===== config.mk =====
export PLATFORM = sky130hd
export DESIGN_NAME = consecutive_run_grouper
export DESIGN_NICKNAME = d
export VERILOG_FILES = /design/src/hw/rtl/crg_pkg.sv /design/src/hw/rtl/crg_queue.sv /design/src/hw/rtl/crg_front.sv /design/src/hw/rtl/crg_back.sv /design/src/hw/rtl/consecutive_run_grouper.sv
export SDC_FILE = /design/constraint.sdc
export NUM_CORES = 1
export LEC_CHECK = 0
export ABC_AREA = 1
export BUFFER_PORTS_ARGS = -buffer_cell sky130_fd_sc_hd__buf_2
export CAP_MARGIN = 40
export CELL_PAD_IN_SITES_DETAIL_PLACEMENT = 0
export CELL_PAD_IN_SITES_GLOBAL_PLACEMENT = 1
export CORE_MARGIN = 2
export CORE_UTILIZATION = 50
export DETAILED_ROUTE_END_ITERATION = 10
export HOLD_SLACK_MARGIN = 0.03
export PLACE_DENSITY = 0.91
export SYNTH_ARGS = -nofsm -noshare
export SYNTH_HDL_FRONTEND = slang
export SYNTH_SLANG_ARGS = --single-unit

===== constraint.sdc =====
create_clock -name clk -period 13.33 [get_ports clk]
set_clock_uncertainty 0.05 [all_clocks]
set_input_delay 2.666 -clock clk [delete_from_list [all_inputs] [get_ports clk]]
set_output_delay 2.666 -clock clk [all_outputs]
set_load 0.01 [all_outputs]

===== src/hw/rtl/crg_pkg.sv =====
package crg_pkg;

  localparam int MIN_RUN_WIDTH = 6;
  localparam logic [MIN_RUN_WIDTH-1:0] MIN_RUN_RESET = 6'd3;
  localparam int QUEUE_DEPTH = 4;

  typedef struct packed {
    logic can_push;
    logic has_data;
  } q_status_t;

endpackage


===== src/hw/rtl/crg_queue.sv =====
module crg_queue #(
  parameter int WIDTH = 72
) (
  input  logic                clk,
  input  logic                rst,
  input  logic                push,
  input  logic [WIDTH-1:0]    push_data,
  input  logic                pop,
  output logic [WIDTH-1:0]    head_data,
  output crg_pkg::q_status_t  status
);

  localparam int PW = $clog2(crg_pkg::QUEUE_DEPTH);
  localparam int CW = $clog2(crg_pkg::QUEUE_DEPTH + 1);

  logic [WIDTH-1:0] slots [crg_pkg::QUEUE_DEPTH];
  logic [PW-1:0]    wr_ptr;
  logic [PW-1:0]    rd_ptr;
  logic [CW-1:0]    fill;

  always_comb begin
    status.can_push = (fill != CW'(crg_pkg::QUEUE_DEPTH));
    status.has_data = (fill != '0);
    head_data = slots[rd_ptr];
  end

  always_ff @(posedge clk) begin
    if (push) begin
      slots[wr_ptr] <= push_data;
    end
  end

  always_ff @(posedge clk) begin
    if (rst) begin
      wr_ptr <= '0;
      rd_ptr <= '0;
      fill   <= '0;
    end else begin
      if (push) begin
        wr_ptr <= wr_ptr + PW'(1);
      end
      if (pop) begin
        rd_ptr <= rd_ptr + PW'(1);
      end
      if (push && !pop) begin
        fill <= fill + CW'(1);
      end else if (pop && !push) begin
        fill <= fill - CW'(1);
      end
    end
  end

endmodule


===== src/hw/rtl/crg_front.sv =====
module crg_front #(
  parameter int VALUE_WIDTH = 32,
  parameter int MAX_MIN_RUN = 32,
  parameter int CW          = 6,
  parameter int CMD_W       = 2 * 32 + 6 + 2
) (
  input  logic                              clk,
  input  logic                              rst,
  input  logic                              cfg_write,
  input  logic [crg_pkg::MIN_RUN_WIDTH-1:0] cfg_value,
  input  logic                              in_valid,
  input  logic [VALUE_WIDTH-1:0]            in_value,
  input  logic                              in_eos,
  output logic                              in_ready,
  input  crg_pkg::q_status_t                q_status,
  output logic                              q_push,
  output logic [CMD_W-1:0]                  q_data
);

  localparam int MW = crg_pkg::MIN_RUN_WIDTH;
  localparam logic [VALUE_WIDTH-1:0] MAX_POS = {1'b0, {(VALUE_WIDTH-1){1'b1}}};

  logic [MW-1:0]          min_run;
  logic                   run_open;
  logic [VALUE_WIDTH-1:0] run_first;
  logic [VALUE_WIDTH-1:0] run_last;
  logic [CW-1:0]          run_count;
  logic                   pend_valid;
  logic [CMD_W-1:0]       pend_cmd;

  logic [MW-1:0]          need;
  logic                   accept;
  logic                   extend;
  logic                   close_a;
  logic [CMD_W-1:0]       cmd_a;
  logic [CMD_W-1:0]       cmd_b;
  logic [VALUE_WIDTH-1:0] first_next;
  logic [VALUE_WIDTH-1:0] last_next;
  logic [CW-1:0]          count_next;

  always_comb begin
    if (min_run == '0) begin
      need = MW'(1);
    end else if (min_run > MW'(MAX_MIN_RUN)) begin
      need = MW'(MAX_MIN_RUN);
    end else begin
      need = min_run;
    end

    in_ready = !pend_valid && q_status.can_push;
    accept   = in_valid && in_ready;
    extend   = run_open && (run_last != MAX_POS) && (in_value == run_last + VALUE_WIDTH'(1));
    close_a  = run_open && !extend;

    if (extend) begin
      first_next = run_first;
      last_next  = in_value;
      count_next = (run_count < CW'(MAX_MIN_RUN)) ? run_count + CW'(1) : run_count;
    end else begin
      first_next = in_value;
      last_next  = in_value;
      count_next = CW'(1);
    end

    cmd_a = {1'b0, (MW'(run_count) >= need), run_count, run_last, run_first};
    cmd_b = {1'b1, (MW'(count_next) >= need), count_next, last_next, first_next};

    q_push = 1'b0;
    q_data = cmd_a;
    if (pend_valid) begin
      q_push = q_status.can_push;
      q_data = pend_cmd;
    end else if (accept && close_a) begin
      q_push = 1'b1;
      q_data = cmd_a;
    end else if (accept && in_eos) begin
      q_push = 1'b1;
      q_data = cmd_b;
    end
  end

  always_ff @(posedge clk) begin
    if (accept) begin
      run_first <= first_next;
      run_last  <= last_next;
      pend_cmd  <= cmd_b;
    end
  end

  always_ff @(posedge clk) begin
    if (rst) begin
      min_run    <= crg_pkg::MIN_RUN_RESET;
      run_open   <= 1'b0;
      run_count  <= '0;
      pend_valid <= 1'b0;
    end else begin
      if (cfg_write) begin
        min_run <= cfg_value;
      end
      if (pend_valid && q_status.can_push) begin
        pend_valid <= 1'b0;
      end
      if (accept) begin
        run_open   <= !in_eos;
        run_count  <= in_eos ? '0 : count_next;
        pend_valid <= in_eos && close_a;
      end
    end
  end

endmodule


===== src/hw/rtl/crg_back.sv =====
module crg_back #(
  parameter int VALUE_WIDTH = 32,
  parameter int CW          = 6,
  parameter int CMD_W       = 2 * 32 + 6 + 2
) (
  input  logic                       clk,
  input  logic                       rst,
  input  crg_pkg::q_status_t         q_status,
  input  logic [CMD_W-1:0]           q_data,
  output logic                       q_pop,
  output logic                       out_valid,
  input  logic                       out_ready,
  output logic                       out_range,
  output logic [VALUE_WIDTH-1:0]     out_low,
  output logic [VALUE_WIDTH-1:0]     out_high,
  output logic                       out_final
);

  logic                   busy;
  logic [VALUE_WIDTH-1:0] cur;
  logic [VALUE_WIDTH-1:0] last;
  logic [CW-1:0]          remaining;
  logic                   as_range;
  logic                   final_cmd;

  logic adv;
  logic last_step;

  always_comb begin
    adv       = busy && (!out_valid || out_ready);
    last_step = as_range || (remaining == CW'(1));
    q_pop     = q_status.has_data && (!busy || (adv && last_step));
  end

  always_ff @(posedge clk) begin
    if (adv) begin
      out_range <= as_range;
      out_low   <= cur;
      out_high  <= as_range ? last : cur;
      out_final <= final_cmd && last_step;
    end
    if (q_pop) begin
      cur       <= q_data[VALUE_WIDTH-1:0];
      last      <= q_data[2*VALUE_WIDTH-1:VALUE_WIDTH];
      remaining <= q_data[2*VALUE_WIDTH+CW-1:2*VALUE_WIDTH];
      as_range  <= q_data[CMD_W-2];
      final_cmd <= q_data[CMD_W-1];
    end else if (adv) begin
      cur       <= cur + VALUE_WIDTH'(1);
      remaining <= remaining - CW'(1);
    end
  end

  always_ff @(posedge clk) begin
    if (rst) begin
      busy      <= 1'b0;
      out_valid <= 1'b0;
    end else begin
      if (adv) begin
        out_valid <= 1'b1;
      end else if (out_valid && out_ready) begin
        out_valid <= 1'b0;
      end
      if (q_pop) begin
        busy <= 1'b1;
      end else if (adv && last_step) begin
        busy <= 1'b0;
      end
    end
  end

endmodule


===== src/hw/rtl/consecutive_run_grouper.sv =====
// Groups a stream of signed integers into runs of consecutive values (each one
// above the one before, no wrap at the top value). A run that closes, because a
// word breaks it or the stream ends, leaves as one range word when its length
// reaches min_run_length (0 acts as 1, values above MAX_MIN_RUN act as
// MAX_MIN_RUN); otherwise each member leaves as a single-value word in
// ascending order. tlast marks the last result word of the stream. The front
// takes one input word per cycle while the queue has room, and stalls for a
// held second command after a word that both breaks a run and ends the stream.
// Close commands pass through a four-entry queue to the back, which emits one
// word per cycle while m_tready is high: a range, or each value of a short run.
// Write min_run_length only while idle.
module consecutive_run_grouper #(
  parameter int VALUE_WIDTH = 32,
  parameter int MAX_MIN_RUN = 32
) (
  input  logic                                 clk,
  input  logic                                 rst,
  input  logic                                 cfg_valid,
  output logic                                 cfg_ready,
  input  logic [crg_pkg::MIN_RUN_WIDTH-1:0]    cfg_data,  // min_run_length
  input  logic                                 s_tvalid,
  output logic                                 s_tready,
  input  logic [((VALUE_WIDTH+7)/8)*8-1:0]     s_tdata,   // sample_value
  input  logic                                 s_tlast,   // end_of_stream
  output logic                                 m_tvalid,
  input  logic                                 m_tready,
  output logic [((2*VALUE_WIDTH+7)/8)*8-1:0]   m_tdata,   // low_value, high_value
  output logic                                 m_tuser,   // is_range
  output logic                                 m_tlast    // final_result
);

  localparam int OUT_W = ((2 * VALUE_WIDTH + 7) / 8) * 8;
  localparam int CW    = $clog2(MAX_MIN_RUN + 1);
  localparam int CMD_W = 2 * VALUE_WIDTH + CW + 2;

  crg_pkg::q_status_t     q_status;
  logic                   q_push;
  logic [CMD_W-1:0]       q_push_data;
  logic                   q_pop;
  logic [CMD_W-1:0]       q_head;
  logic [VALUE_WIDTH-1:0] out_low;
  logic [VALUE_WIDTH-1:0] out_high;

  assign cfg_ready = 1'b1;
  assign m_tdata   = OUT_W'({out_high, out_low});

  crg_front #(
    .VALUE_WIDTH (VALUE_WIDTH),
    .MAX_MIN_RUN (MAX_MIN_RUN),
    .CW          (CW),
    .CMD_W       (CMD_W)
  ) u_front (
    .clk       (clk),
    .rst       (rst),
    .cfg_write (cfg_valid && cfg_ready),
    .cfg_value (cfg_data),
    .in_valid  (s_tvalid),
    .in_value  (s_tdata[VALUE_WIDTH-1:0]),
    .in_eos    (s_tlast),
    .in_ready  (s_tready),
    .q_status  (q_status),
    .q_push    (q_push),
    .q_data    (q_push_data)
  );

  crg_queue #(
    .WIDTH (CMD_W)
  ) u_queue (
    .clk       (clk),
    .rst       (rst),
    .push      (q_push),
    .push_data (q_push_data),
    .pop       (q_pop),
    .head_data (q_head),
    .status    (q_status)
  );

  crg_back #(
    .VALUE_WIDTH (VALUE_WIDTH),
    .CW          (CW),
    .CMD_W       (CMD_W)
  ) u_back (
    .clk       (clk),
    .rst       (rst),
    .q_status  (q_status),
    .q_data    (q_head),
    .q_pop     (q_pop),
    .out_valid (m_tvalid),
    .out_ready (m_tready),
    .out_range (m_tuser),
    .out_low   (out_low),
    .out_high  (out_high),
    .out_final (m_tlast)
  );

endmodule

# Word-level counts from Yosys, hierarchy flattened
# Memories as Yosys holds them, arrays and structs flattened. A register that Yosys moved wholly into a read port is not among the register bits.
# Cells that the tools add are included.
# Widths: inputs -> output; s select.
# op_classes
order_cmp	4
eq_ne	4
n_mux	29
add_sub_neg	8
reduce_logical	33
# ops
op	count
$mux 72	3
$mux 32	4
$add 32x1->32 const B	2
$mux 6	7
$eq 32x32->1	1
$ne 32x31->1 const B	1
$logic_and 1x1->1	16
$ge 6x6->1	2
$mux 1	11
$reduce_bool 2->1	5
$logic_not 1->1	7
$add 6x1->6 const B	1
$eq 6x1->1 const B	1
$gt 6x6->1 const B	1
$logic_not 6->1	1
$lt 6x6->1 const B	1
$mux 3	2
$sub 6x1->6 const B	1
$add 2x1->2 const B	2
$mux 2	2
$add 3x1->3 const B	1
$logic_or 1x1->1	3
$ne 3x3->1 const B	1
$reduce_bool 3->1	1
$sub 3x1->3 const B	1
# totals
ram_bits	288
mem_count	1
regBits	296
output_inout_bits	69
in_bits	44
elab_cells	100
# memory_table
name	words	width	rd	rd_ports_with_merged_regs	write_ports	line_no	rtl
u_queue.slots	4	72	1	1	1	crg_queue.sv:16	logic [WIDTH-1:0] slots [crg_pkg::QUEUE_DEPTH];

# Longest topological paths before layout
# Gate-level depths: netlist (run 1).
# depth
word_depth	12
ltp_mapped	26
depth_no_buf	26

# Hierarchy
# A second synthesis (run 1) with hierarchy kept.
# hier_totals
cells_unflattened	2177
area_unflattened_um2	23513.8
# by_module_without_submodules
mod	seq_area_each_um2	area_per_inst_um2	n_inst	cells_each
crg_queue	8828.5	11542.3	1	755
crg_back	4184.0	6118.4	1	593
crg_front	2412.3	5841.9	1	827
consecutive_run_grouper	0.0	11.3	1	2

# Worst setup path after synthesis (run 1)
# OpenSTA, ideal clock, no wires.
# synth_path
kind	input port to flip-flop
start	input s_tvalid
end	memory u_queue.slots[0][0], enable pin
cell_stages	8
path_slack_ns	4.742
required_time_ns	12.777
n_path_buf	0
setup_time_ns	0.503
arrival_ns	8.035
cell_sequence	nand2_1 -> inv_1 -> nand2_1 -> clkinv_1 -> nor2_1 -> nand2_1 -> nand2_1 -> nor2_1
# synth_between
elab_chain_cells	7
word_cells_on_any_way	8
classes_between	5 x mux; 3 x reduce/logical
# synth_rtl
element	line_no	rtl
from (decl)	consecutive_run_grouper.sv:21	input logic s_tvalid,
$logic_and 1x1->1 (*)	crg_front.sv:51	accept = in_valid && in_ready;
net u_front.accept	crg_front.sv:32	logic accept;
$logic_and 1x1->1	crg_front.sv:76	end else if (accept && in_eos) begin
$mux 1	crg_front.sv:76	
$mux 1 (*)	crg_front.sv:73	end else if (accept && close_a) begin
$mux 1 (*)	crg_front.sv:70	if (pend_valid) begin
$mux 1 (*)	crg_queue.sv:28	if (push) begin
$mux 1 (implied by the code) (*)	crg_queue.sv:29	slots[wr_ptr] <= push_data;
to (decl)	crg_queue.sv:16	
# Mark *: on every way through the listed nets, which the timed path passes. The rest lies on a longest branch.

# Final worst setup path (run 1)
# layout_path
start	input s_tdata[11]
end	memory u_queue.slots[3][6], data pin
# layout_between
elab_chain_cells	7
word_cells_on_any_way	9
classes_between	1 x eq/ne; 4 x mux; 4 x reduce/logical
# layout_rtl
element	line_no	rtl
from (decl)	consecutive_run_grouper.sv:23	input logic [((VALUE_WIDTH+7)/8)*8-1:0] s_tdata,
$eq 32x32->1 (*)	crg_front.sv:52	extend = run_open && (run_last != MAX_POS) && (in_value == run_last + VALUE_WIDTH'(1));
$logic_and 1x1->1 (*)	crg_front.sv:52	
$logic_not 1->1	crg_front.sv:53	close_a = run_open && !extend;
$logic_and 1x1->1	crg_front.sv:53	
$logic_and 1x1->1	crg_front.sv:73	
$mux 72 (*)	crg_front.sv:73	
$mux 72 (*)	crg_front.sv:70	
net q_push_data[6]	consecutive_run_grouper.sv:38	logic [CMD_W-1:0] q_push_data;
# Marks and branches as above.

==> results of run 1 <==
power by group through the flow:
stage	Sequential [mW]	Clock, mW	Combinational [mW]
after floorplan	2.57	0	0.899
after global placement	2.57	0	1.36
after detailed placement	2.58	0	1.41
after CTS	2.55	1.44	1.42
after global routing	2.58	1.51	1.58
final	2.55	1.42	1.41
worst reg2reg max path, cell delays in order (launching register included):
cell and delay (ps):
edfxtp_1 430, ha_1 250, nand2_2 90, nor2_4 160
nand2_4 110, nor2_1 240, nand2_1 90, nand2_1 80
nand3_1 100, nand2_1 90, inv_2 30, nand2_1 70
nor2_1 60, nand3_2 120, buf_4 590, nand2_2 180
nand2_4 430, inv_4 440, o21ai_0 740
cell type report:
type,instances,area (µm²),share of cell area (%)
Tap cell,592,741,2.90
Sequential cell,522,15400,60.4
Clock buffer,71,1450,5.66
Multi-Input combinational cell,1276,6310,24.7
Clock inverter,27,224,0.877
Timing Repair Buffer,131,806,3.16
Inverter,154,582,2.28
Antenna cell,1,2.50,0.00980
metal layers:
metal,global-route usage [%],up-vias,routed length (µm)
li1,-,7274,-
met1,33.2,7180,23400
met2,31.7,539,22000
met3,3.71,63,4200
met4,5.07,2,899
met5,0,-,13
stage by stage:
stage               worst slack (ps)  std cells  cell area [µm²]
floorplan                       4740       2037            22600
global placement                6830       2670            23700
detailed placement              6930       2675            23900
CTS                             7530       2773            25500
global route                    7060       2774            25500
finish                          7460       2774            25500
worst paths after layout:
path / to / depth (start not counted) / slack (ps) / from
worst max register to register: u_queue.slots[3][6]$_DFFE_PP_ / 18 / 8690 / u_front.run_last[0]$_DFFE_PP_
worst max-delay path: u_queue.slots[3][6]$_DFFE_PP_ / 19 / 7460 / s_tdata[11]
worst min-delay path: u_back.out_low[16]$_DFFE_PP_ / 0 / 410 / u_back.cur[16]$_DFFE_PP_
worst min register to register: u_back.out_low[16]$_DFFE_PP_ / 0 / 410 / u_back.cur[16]$_DFFE_PP_
kinds of logic (layout without fill, tap and decap cells):
logic type	count (synthesis)	after routing	synth area share, %
mux	9	9	0.448
buf+inv	239	383	4.14
other cells	1	2	0.0166
xor+xnor	51	51	2.04
compound gates	396	396	9.44
fa+ha+maj	23	23	1.31
flops	522	522	68.2
simple gates	796	796	14.4
state kept, by name (all words and copies together), names as in the netlist, 2 cells and up, named ones only:
| name | count |
|---|---|
| u_back.cur | 32 |
| u_back.last | 32 |
| u_back.out_high | 32 |
| u_back.out_low | 32 |
| u_back.remaining | 6 |
| u_front.min_run | 6 |
| u_front.pend_cmd | 9 |
| u_front.run_count | 6 |
| u_front.run_first | 31 |
| u_front.run_last | 31 |
| u_queue.fill | 3 |
| u_queue.rd_ptr | 2 |
| u_queue.slots | 288 |
| u_queue.wr_ptr | 2 |
synthesized netlist by cell type (3+ instances only):
library cell    n
edfxtp_1      497
nand2_1       432
nor2_1        247
o21ai_0       230
inv_1         139
clkbuf_1       71
nand3_1        60
o22ai_1        60
o21ai_1        45
xor2_1         35
a21oi_1        28
dfxtp_1        25
ha_1           22
xnor2_1        15
a31oi_1        11
inv_2          10
buf_2           9
mux2_2          9
nand4_1         8
nor2_2          8
nor3_1          8
o21a_1          7
nand2_2         6
nand3b_1        6
nor2_4          6
o21bai_1        5
or2_2           5
clkinv_1        4
buf_6           3
nor4_1          3
==> flow_summary.json, run 1 <==
{
  "grt_pass1_wl_mm": 78.6,
  "vdd_drop_max_mv": 0.122,
  "synth_edf_count": 497,
  "ys_warn_count": 0,
  "drt_iter0_markers": 1454,
  "nFillCells": 3544,
  "async_flop_share_pct": 0,
  "num_rows": 77,
  "drtPass1Iterations": 5,
  "path_delay_family": "simple AND/OR/NAND/NOR gates",
  "dp_hpwl_mm": 33.4,
  "routedWlPerCell_um": 18.2,
  "via_per_inst": 5.43,
  "synth_nets": 2104,
  "swShare_pct": 33.2,
  "clkTransAtPathRegs_ps": 60,
  "arrival_ps": 6100,
  "yosysUniqueCellTypes": 49,
  "mostFrequentLayoutCells": "497 x edfxtp_1, 432 x nand2_1, 242 x nor2_1",
  "crit_type": "in -> reg",
  "avgSynthCellArea_um2": 11.1,
  "fin_crit_ps": 5870,
  "port_buffers": 111,
  "pwr_density_cell_nw_per_um2": 211,
  "io_pins": 113,
  "ys_ff_latch": 522,
  "clk_path_buf_depth": 3,
  "grt_overflow": 0,
  "finalHoldViolCount": 0,
  "pwr-share-seq_pct": 47.4,
  "synth_cells": 2037,
  "clkLatencyLatePin_ps": 590,
  "cts_hold_buf": 0,
  "cp_common_cell": "nand2_1",
  "power.total_mw": 5.38,
  "grt_max_degree": 98,
  "ys_seq_area_share_pct": 68.2,
  "cpPeakStageDelay_ps": 740,
  "drive_above_1_share_pct": 12.2,
  "max_cap_viol_count": 0,
  "final_common_cell": "edfxtp_1",
  "postRouteAntennaNets": 0,
  "final_max_slew_viol_count": 0,
  "critPathBufInv": 6,
  "cts-htree-levels": 2,
  "finalWirelength_mm": 50.5,
  "max_freq_mhz": 170,
  "ctsResizeCount": 0,
  "holdWs_ps": 409,
  "status": "finished, final reports clean",
  "fin_nets": 2204,
  "path_cells": "buf_2 > inv_1 > or2_2 > nand2_1 > inv_1 > nand2_1 > nand2_1 > nand2_1 > inv_1 > nand2_1 > nor2_1 > nand2_1 > nor2_1 > nand3_2 > buf_4 > nand2_2 > nand2_4 > inv_4 > o21ai_0",
  "tns_ps": 0,
  "numCtsBuffers": 52,
  "p_leak_nw": 9.59,
  "drc": 0,
  "ys_dominant_reg_cell": "edfxtp_1",
  "synthesis.area_um2": 22600,
  "slew_headroom_pct": 38.5,
  "setup_viol": 0,
  "clock-sinks": 522,
  "end_kind": "flop",
  "worstPathRequired_ps": 13560,
  "coreArea_um2": 44400,
  "crit_path_start_kind": "input port",
  "die_x_um": 217,
  "start_util_pct": 50.9,
  "yosys.area.top_type_share_pct": 66.0,
  "internal-power_mw": 3.59,
  "root_buffer": "clkbuf_16",
  "grtUsageTotal_pct": 21.5,
  "rsz0062_at_grt": "false",
  "switchingPower_mw": 1.78,
  "antenna_found_initial": 3,
  "syn_to_final_growth_pct": 12.9,
  "grt_pass1_vias": 14200,
  "gp_congestion": 0.872,
  "clkPwrFrac_pct": 26.4,
  "worstMarginPinSlew_ps": 922,
  "crit_fanout": 88,
  "yosysTopAreaCell": "edfxtp_1",
  "power_frac_comb_pct": 26.3,
  "cts_setup_buffers": 0,
  "cpMaxStageDelayCell": "o21ai_0",
  "fin_util_pct": 57.5,
  "cts_tree": "done",
  "synthTopCellsByArea": "edfxtp_1 66%, nand2_1 7.2%, o21ai_0 5.1%",
  "holdCritPathClass": "reg -> reg",
  "design.die.area_um2": 47000,
  "dieHeight_um": 217,
  "vias": 15100,
  "period_share_pct": 44.1
}
No activity file was read; power rests on OpenSTA's default activity.
==> run 2: changes to the inputs <==
CORE_UTILIZATION = 45   (was 50)
PLACE_DENSITY = 0.87   (was 0.91)
clock period = 4.9 ns   (was 13.33 ns; I/O delays follow)
==> run 2 against run 1 <==
Net effect: clock-buffer cell count fell by 15; via count decreased by 0.67%; setup slack worse by 6600 ps; critical path type is now reg -> reg.
==> flow_summary.json, run 2 (synthesis gave the netlist of run 1 again) <==
{
  "status": "finished, final reports clean",
  "grt_pass1_vias": 14100,
  "reg2reg_to": "u_queue.slots[3][70]$_DFFE_PP_",
  "dpl.cell_count": 2763,
  "clk_path_buf_depth": 3,
  "cts_tree": "done",
  "grt_overflow": 0,
  "root_buffer": "clkbuf_16",
  "rr_worst_depth": 26,
  "rsz0062_at_grt": "false",
  "routedWlPerCell_um": 17.8,
  "fin_util_pct": 51.7,
  "cpPeakStageDelay_ps": 420,
  "rr_startpoint": "u_front.run_last[0]$_DFFE_PP_",
  "worstMarginPinSlew_ps": 885,
  "coreArea_um2": 49900,
  "postRouteAntennaNets": 0,
  "grtUsageTotal_pct": 19.2,
  "crit_path_start_kind": "flop",
  "cpMaxStageDelayCell": "edfxtp_1",
  "via_per_inst": 5.23,
  "drive_above_1_share_pct": 12.8,
  "ctsResizeCount": 0,
  "clock-sinks": 522,
  "finalInstanceArea_um2": 25800,
  "p_leak_nw": 9.66,
  "placed_area_um2": 24000,
  "numCtsBuffers": 51,
  "fin_crit_ps": 4080,
  "max_cap_viol_count": 0,
  "grt_pass1_wl_mm": 78.5,
  "end_kind": "flop",
  "cts_hold_buf": 0,
  "dieHeight_um": 228,
  "power.total_mw": 14.9,
  "grt_max_degree": 86,
  "crit_type": "reg -> reg",
  "pwr_density_cell_nw_per_um2": 578,
  "worstPathRequired_ps": 5150,
  "fin_cells": 2860,
  "num_rows": 82,
  "arrival_ps": 4330,
  "period_share_pct": 83.3,
  "die_x_um": 228,
  "clkLatencyLatePin_ps": 600,
  "max_freq_mhz": 245,
  "rrSetupSlack_ps": 820,
  "cts_setup_buffers": 0,
  "final_max_slew_viol_count": 0,
  "dp_worst_setup_slack_ps": 675,
  "cts-htree-levels": 2,
  "gp_congestion": 0.891,
  "final_common_cell": "edfxtp_1",
  "finalHoldViolCount": 0,
  "slew_headroom_pct": 40.4,
  "largest_reg_flops": 288,
  "vdd_drop_max_mv": 0.266,
  "critPathLaunch": "u_front.run_last[0]$_DFFE_PP_",
  "vias": 15000,
  "crit_path_end": "u_queue.slots[3][70]$_DFFE_PP_",
  "port_buffers": 111,
  "tns_ps": 0,
  "syn_to_final_growth_pct": 13.9,
  "drtPass1Iterations": 5,
  "io_pins": 113,
  "start_util_pct": 45.4,
  "cp.depth": 26,
  "fin_nets": 2211,
  "design.die.area_um2": 52100,
  "path_delay_family": "simple AND/OR/NAND/NOR gates",
  "crit_fanout": 6,
  "holdCritPathClass": "reg -> reg",
  "top_register": "u_queue.slots",
  "cp_common_cell": "nand2_1",
  "final.setup.worst_slack_ps": 817,
  "holdWs_ps": 396,
  "antenna_found_initial": 1,
  "drc": 0,
  "dp_hpwl_mm": 34.2,
  "drt_iter0_markers": 1263,
  "mostFrequentLayoutCells": "497 x edfxtp_1, 432 x nand2_1, 242 x nor2_1",
  "finalWirelength_mm": 50.8,
  "clkTransAtPathRegs_ps": 60,
  "setup_viol": 0,
  "critPathBufInv": 3
}
## run 2: cell types whose count changed in the layout (fill, tap and decap cells not counted), sizes merged
cell	previous run	this run
inv	150	152
clkinvlp	2	4
buf	131	139
bufinv	3	9
clkinv	26	29
clkbuf	71	56
## run 2: how the worst min path moves through the flow
stage | from | cells after the start | slack, ps | endpoint
final | u_back.cur[26]$_DFFE_PP_ | 0 | 400 | u_back.out_low[26]$_DFFE_PP_
after global routing | u_back.cur[16]$_DFFE_PP_ | 0 | 410 | u_back.out_low[16]$_DFFE_PP_
after detailed placement | u_back.cur[26]$_DFFE_PP_ | 0 | 380 | u_back.out_low[26]$_DFFE_PP_
after floorplan | u_back.cur[16]$_DFFE_PP_ | 0 | 380 | u_back.out_low[16]$_DFFE_PP_
after CTS | u_back.cur[26]$_DFFE_PP_ | 0 | 400 | u_back.out_low[26]$_DFFE_PP_
after global placement | u_back.cur[16]$_DFFE_PP_ | 0 | 390 | u_back.out_low[16]$_DFFE_PP_
## run 2: power by group
group	total, mW	switching, mW	internal (mW)
registers	6.91	0.499	6.41
clock network	4.09	1.67	2.42
logic	3.89	2.73	1.16
## run 2: final cells by class
type	count	area, µm²
repair buffers	139	848
fillers	4300	24100
clock inverters	40	444
clock buffers	56	1320
flip-flops and latches	522	15400
inverters	154	586
multi-input cells	1276	6310
diodes	1	2.50
well taps	672	841
## run 2: metal layers
metal / part of all wire [%] / track usage (%) / routed length [µm] / vias to the layer above
met2: 44 / 29.2 / 22300 / 479
met3: 7.1 / 3.04 / 3580 / 62
met4: 1.7 / 4.62 / 852 / 0
li1: - / - / - / 7269
met5: 0 / 0 / 0 / -
met1: 47 / 28.9 / 24100 / 7147
